**src/tcw_pkg.sv**
```systemverilog
// ----------------------------------------------------------------------------
// tcw_pkg
// Shared types and constants for the text console writer.
// ----------------------------------------------------------------------------
package tcw_pkg;

   typedef enum logic [1:0] {
      OP_PUT    = 2'd0,
      OP_REMOVE = 2'd1,
      OP_CLEAR  = 2'd2,
      OP_READ   = 2'd3
   } tcw_op_type;

   typedef enum logic [2:0] {
      ST_INIT,
      ST_IDLE,
      ST_COPY,
      ST_DRAIN,
      ST_BLANK,
      ST_DONE
   } tcw_state_type;

   typedef enum logic [1:0] {
      PTR_ZERO,
      PTR_SECOND_ROW,
      PTR_LAST_ROW
   } tcw_ptr_sel_type;

   typedef struct packed {
      logic            accept;
      logic            copy;
      logic            blank;
      logic            init_attr;
      logic            ptr_load;
      tcw_ptr_sel_type ptr_sel;
      logic            load_rsp;
   } tcw_cmd_type;

   typedef struct packed {
      logic clear_req;
      logic scroll_req;
      logic ptr_last;
      logic rsp_free;
   } tcw_status_type;

   localparam logic [7:0] CH_NEWLINE       = 8'h0A;
   localparam logic [7:0] CH_TAB           = 8'h09;
   localparam logic [7:0] CH_SPACE         = 8'h20;
   localparam logic [7:0] BLANK_ATTR_RESET = 8'h07;

endpackage

```
**src/tcw_ctrl.sv**
```systemverilog
// ----------------------------------------------------------------------------
// tcw_ctrl
// Sequencer: reset clearing pass, item accept, scroll copy, blank sweeps and
// result hand-off.
// ----------------------------------------------------------------------------
module tcw_ctrl
   import tcw_pkg::*;
(
   input  logic           clock,
   input  logic           reset,
   input  logic           req_valid,
   output logic           req_ready,
   input  tcw_status_type status,
   output tcw_cmd_type    cmd
);

   tcw_state_type state_ff, state_in;

   always_ff @(posedge clock) begin
      if (reset) begin
         state_ff <= ST_INIT;
      end else begin
         state_ff <= state_in;
      end
   end

   always_comb begin
      state_in      = state_ff;
      cmd           = '0;
      cmd.ptr_sel   = PTR_ZERO;
      req_ready     = 1'b0;
      case (state_ff)
         ST_INIT: begin
            cmd.blank     = 1'b1;
            cmd.init_attr = 1'b1;
            if (status.ptr_last) begin
               state_in = ST_IDLE;
            end
         end
         ST_IDLE: begin
            req_ready = 1'b1;
            if (req_valid) begin
               cmd.accept = 1'b1;
               if (status.clear_req) begin
                  cmd.ptr_load = 1'b1;
                  cmd.ptr_sel  = PTR_ZERO;
                  state_in     = ST_BLANK;
               end else if (status.scroll_req) begin
                  cmd.ptr_load = 1'b1;
                  cmd.ptr_sel  = PTR_SECOND_ROW;
                  state_in     = ST_COPY;
               end else begin
                  state_in = ST_DONE;
               end
            end
         end
         ST_COPY: begin
            cmd.copy = 1'b1;
            if (status.ptr_last) begin
               state_in = ST_DRAIN;
            end
         end
         ST_DRAIN: begin
            // last copied row word lands here; then blank the bottom row
            cmd.ptr_load = 1'b1;
            cmd.ptr_sel  = PTR_LAST_ROW;
            state_in     = ST_BLANK;
         end
         ST_BLANK: begin
            cmd.blank = 1'b1;
            if (status.ptr_last) begin
               state_in = ST_DONE;
            end
         end
         ST_DONE: begin
            if (status.rsp_free) begin
               cmd.load_rsp = 1'b1;
               state_in     = ST_IDLE;
            end
         end
         default: begin
            state_in = ST_INIT;
         end
      endcase
   end

endmodule

```
**config.mk**
```make
export PLATFORM = sky130hd
export DESIGN_NAME = tcw_ctrl
export DESIGN_NICKNAME = d
export VERILOG_FILES = /design/src/tcw_pkg.sv /design/src/tcw_ctrl.sv
export SDC_FILE = /design/constraint.sdc
export NUM_CORES = 1
export LEC_CHECK = 0
export ABC_AREA = 1
export BUFFER_PORTS_ARGS = -buffer_cell sky130_fd_sc_hd__buf_2
export CORE_AREA = 2 2 39 41
export DETAILED_ROUTE_END_ITERATION = 7
export DIE_AREA = 0 0 41 43
export SLEW_MARGIN = 20
export SYNTH_ARGS = -nofsm -noshare
export SYNTH_HDL_FRONTEND = slang
export SYNTH_SLANG_ARGS = --single-unit
```
**constraint.sdc**
```tcl
create_clock -name clock -period 1.8 [get_ports clock]
set_input_delay 0.09 -clock clock [delete_from_list [all_inputs] [get_ports clock]]
set_output_delay 0.09 -clock clock [all_outputs]
set_load 0.03 [all_outputs]
```
=== Yosys cells after proc, flatten, opt, wreduce, memory -nomap -nowiden ===
Index checks and enable logic that the tools add are counted.

* Flip-flop bits (word level): 3
* Input port bits: 7
* Output and inout port bits: 9
* Logic and storage cells: 34

* Eq/ne operators: 10
* Muxes and demuxes: 20
* Reduce and logical (&&, ||, !) cells: 3

{| class="wikitable"
|+ Operators by type and width
! operator !! count
|-
| 2-to-1 mux 3 bit || 10
|-
| one-hot mux 3 bit (6 select lines) || 1
|-
| != test 2 bit, second input constant || 5
|-
| 2-to-1 mux 1 bit || 8
|-
| equality test 3 x 2 -> 1 bit, second input constant || 2
|-
| equality test 3 bit, second input constant || 2
|-
| one-hot mux 3 bit (2 select lines) || 1
|-
| AND reduction 5 bit || 1
|-
| equality test 3 x 1 -> 1 bit, second input constant || 1
|-
| zero test 3 bit || 1
|-
| OR reduction 2 bit || 1
|}

=== Logic depth before layout (Yosys ltp) ===
* Depth after elaboration: 4
* Mapped depth: 8
* Gate-level depth less buffers: 8

=== Worst setup path before layout ===
Ideal clock, no wire load.

* Path type: reg2out
* Start point: reg state_ff[1]
* End point: out cmd[4] (netlist name)
* Arrival: 1403 ps
* Required time: 1710 ps
* Setup slack: 307 ps
* Stages on the path, launching flop included: 5
* Cell sequence: dfxtp_1 > buf_6 > nor2_1 > inv_1 > nor2_1

{| class="wikitable"
|+ RTL lines
! element !! line !! RTL
|-
| start, declared || tcw_ctrl.sv:17 || <nowiki>tcw_state_type state_ff, state_in;</nowiki>
|-
| start signal, assigned || tcw_ctrl.sv:23 || <nowiki>state_ff <= state_in;</nowiki>
|-
| end, declared || tcw_ctrl.sv:14 || <nowiki>output tcw_cmd_type cmd</nowiki>
|}

==> summary.md <==
For this design the ratio of total power to cell area is 774 nW/um2. The run gives 0 as the number of antenna violations at the first check in global routing. Setup repair after global routing left no endpoint under its margin. The number of global-route vias before repair is 344, and the post-route standard cell area excluding fillers is 412 um2.

The run gives 372 as the number of vias in the routed layout. The most common cell in the synthesized netlist was nor2_1. Number of resized instances in the post-cts repair step: 0. The area after detailed placement is 385 um2.

In this run the vertical extent of the chip is 43 um. The share of layout cells above drive strength 1 was 42.3%. The tools report the worst path arrival time as 1.27 ns.

Setup slack after placement: 0.592 ns. For the pin with the worst max-slew slack, the measured transition is 0.360 ns. Once the clock tree was built, the setup fixing pass inserted 0 buffers. TritonCTS created 3 clock buffers.

The logs give 0 for the hold buffer count at CTS and 16 for the total I/O pin count. After synthesis, the most frequently instantiated cells are nor2_1, nand2_1, inv_1. The logs give 87 for the final cell count without fillers and 0.437 ns for the final worst setup slack. The flow ran to the end, and the final reports show no timing, DRC or antenna violations. The synthesized netlist contains 18 unique library cells.

No sink is reached through more buffers than the 2 on the longest clock path. The tools report the placed wire-length estimate after detailed placement as 615 um. Yosys mapped a number of flops with a built-in enable equal to 0. Summing the sequential cell areas from Yosys gives 19.9% of the chip area.

After synthesis, the share of flip-flops with an asynchronous set or reset is 0%. The internal portion of the total power is 193 uW. In this run the critical register-to-register path is captured at state_ff[1]. The buffer and inverter count on the worst path came out at 2. The area fraction of the dominant cell type after synthesis was 19.9%; the number of setup violations in the final report was 0.

The slowest stage of the critical path belongs to the cell dfxtp_1. STA classifies the critical path endpoint as a primary output. The multi-input combinational cells in the finished layout cover a total of 196 um2. The leakage power figure was 0.242 nW; the violation count after the first detailed-route iteration was 12. For this configuration, the core starts out at a cell density of 21.8%. The end-of-flow core utilization is 29.7%. In this run the core area contains 14 standard-cell rows. In this run the tightest slew margin relative to its limit is 76.0%. At the end of the flow, the number of nets in the layout was 79. The register with the most flip-flops in the final layout is state_ff. The largest net degree at the start of global routing was 9. The run gives 10.6% as the total global routing track utilization. The post-detailed-route via-to-cell ratio is 4.28, and the switching share of total power is 39.3%.

For the total nets after synthesis, the log shows 60. The later pin in the worst-skew pair is clocked with a latency of 0.23 ns. The design draws 319 uW. Subtracting the final worst setup slack from the clock period gives 1.36 ns. In this run, the combinational gates consume 36.4% of the power. Counting the fill cells in the layout gives 165. The first global-routing pass estimated 1.26 mm of wire.

The number of detailed-routing iterations run before antenna repair is 3. The largest registers in the layout are state_ff x3. Relative to the synthesized area, the layout overhead comes to 36.5%. At the worst endpoint, the required time is 1.71 ns. The final critical path takes up 75.7% of the cycle. In the final routed layout, each cell accounts on average for 8.71 um. The tools report the max-cap violation count as 0. The die covers 1760 um2. The tools report the total grt overflow as 0. The tools report the startpoint of the worst register-to-register path as state_ff[1]. Number of warnings printed during yosys synthesis: 0. The leading register cell type out of synthesis is dfxtp_1. Yosys attributes the largest share of cell area to dfxtp_1, nor2_1, nand2_1. Counting cells, the worst reg-to-reg path comes to 6.

The analysis attributes to net switching a power of 125 uW. Post-synth design cell area: 302 um2. In this run, flip-flops and latches consume 26.8% of the power. The run gives 0 as the hold violation count in the final report.

Measured along the x axis, the die boundary spans 41 um. The placeable core region is 1380 um2. Based on the critical path, the design can be clocked at up to 734 MHz.

The largest stage delay on the critical path is 0.45 ns, and the final sum of negative setup slack is 0 ns. The residual antenna-violating net count after detailed routing is 0, and the instance count of the mapped netlist is 53. The number of port buffers works out to 15. The worst-case IR drop observed on VDD is 194 uV. The final weighted congestion in routability-driven placement was 0.830. TritonCTS built the clock tree. The most numerous cell type found on the critical path is nor2_1. Walking the worst path, the cells encountered are inv_2 > nor2_1 > nand3_1 > nor2_1 > buf_2.

The worst hold slack was 0.0360 ns. Counting every sink on the clock net gives 3. After detailed routing, the number of remaining DRC violations is 0.

The detailed-route wire length is 758 um. The clock input transition at the sequential cells of the worst setup and hold paths is 0.04 ns. Of all nets on the critical path, the largest fanout is 6. Including well taps, the total number of placed cells is 83.

The footprint of the flip-flops and latches is 60.1 um2, and the max-slew violation total from the final report is 0. The synthesized design contains 3 register bits. The startpoint type of the worst setup path was a flip-flop. After synthesis, the mean cell area works out to 5.69 um2. The critical path is of the reg -> out type. The path with the worst hold slack has its endpoint at state_ff[1]. The min-delay analysis places its worst path in the category in -> reg. The clock network is responsible for 36.8% of the overall power. The worst hold path passes through 2 cells. The cell sitting at the root of the clock tree is a clkbuf_4.

The count of antenna diodes in the layout is 0. Broken down by cell family, the worst path's largest delay share belongs to flip-flops. The hold path startpoint was reset. The register with the most flip-flops in the layout has 3 of them. The run gives 1 as the H-tree depth. The run gives 0.00383 ns as the final worst clock skew.

dfxtp_1 takes more of the synthesized area than any other cell. The tools report the slack of the worst reg-to-reg path as 0.58 ns.
==> worst max-delay path by stage <==
stage | slack [ns] | cells past startpoint | from | end
final | 0.44 | 5 | state_ff[0] | cmd[1]
after global routing | 0.30 | 5 | state_ff[0] | cmd[1]
after detailed placement | 0.59 | 6 | state_ff[1] | state_ff[1]
after CTS | 0.41 | 5 | state_ff[0] | cmd[1]
after floorplan | 0.31 | 4 | state_ff[1] | cmd[4]
after global placement | 0.56 | 6 | state_ff[1] | state_ff[1]
==> worst register-to-register path, cell delays in order (launching register included) <==
cell     delay [ns]
dfxtp_1        0.52
nand2_1        0.16
nand2_2        0.12
inv_1          0.04
nor2_1         0.10
nand3_1        0.10
a21oi_2        0.11
==> cell families after synthesis <==
| family | synth area share [%] |
|---|---|
| buffers and inverters | 14.9 |
| flip-flops | 19.9 |
| AND/OR/NAND/NOR | 57.3 |
| AO/OA/AOI/OAI | 7.88 |
==> area by class of cell <==
type	instances	share of cell area, %
clock buffer	4	6.38
inverter	9	8.21
multi-input combinational	40	47.7
sequential	3	14.6
tap	16	4.86
timing repair buffer	15	18.2
==> placed cells by master (no fill, tap or decap) <==
master / instances
o21ai_1: 1
nand3_1: 4
nand2_1: 9
nand3_2: 1
buf_2: 15
o21ai_0: 1
nand4_1: 1
nor2_4: 1
nor2_2: 1
inv_1: 6
or2_2: 2
nor2_1: 13
inv_2: 3
clkbuf_4: 3
a21oi_2: 1
nor3_1: 1
a21oi_1: 1
dfxtp_1: 3
nand2_2: 3
clkbuf_1: 1
==> power groups by stage <==
stage / sequential (mW) / clock [mW] / combinational, mW
finish: 0.0854 / 0.117 / 0.116
global route: 0.0864 / 0.133 / 0.128
detailed placement: 0.0859 / 0 / 0.116
floorplan: 0.0815 / 0 / 0.0888
CTS: 0.0850 / 0.122 / 0.117
global placement: 0.0858 / 0 / 0.115
==> routing by layer <==
metal  vias up  wire (um)  global-route usage, %
li1        198          -                      -
met1       165        350                   13.1
met2         9        382                   14.7
met3         0         25                   4.71
met4         0          0                   6.00
met5         -          0                      0
Power figures use the tool's default switching activity.
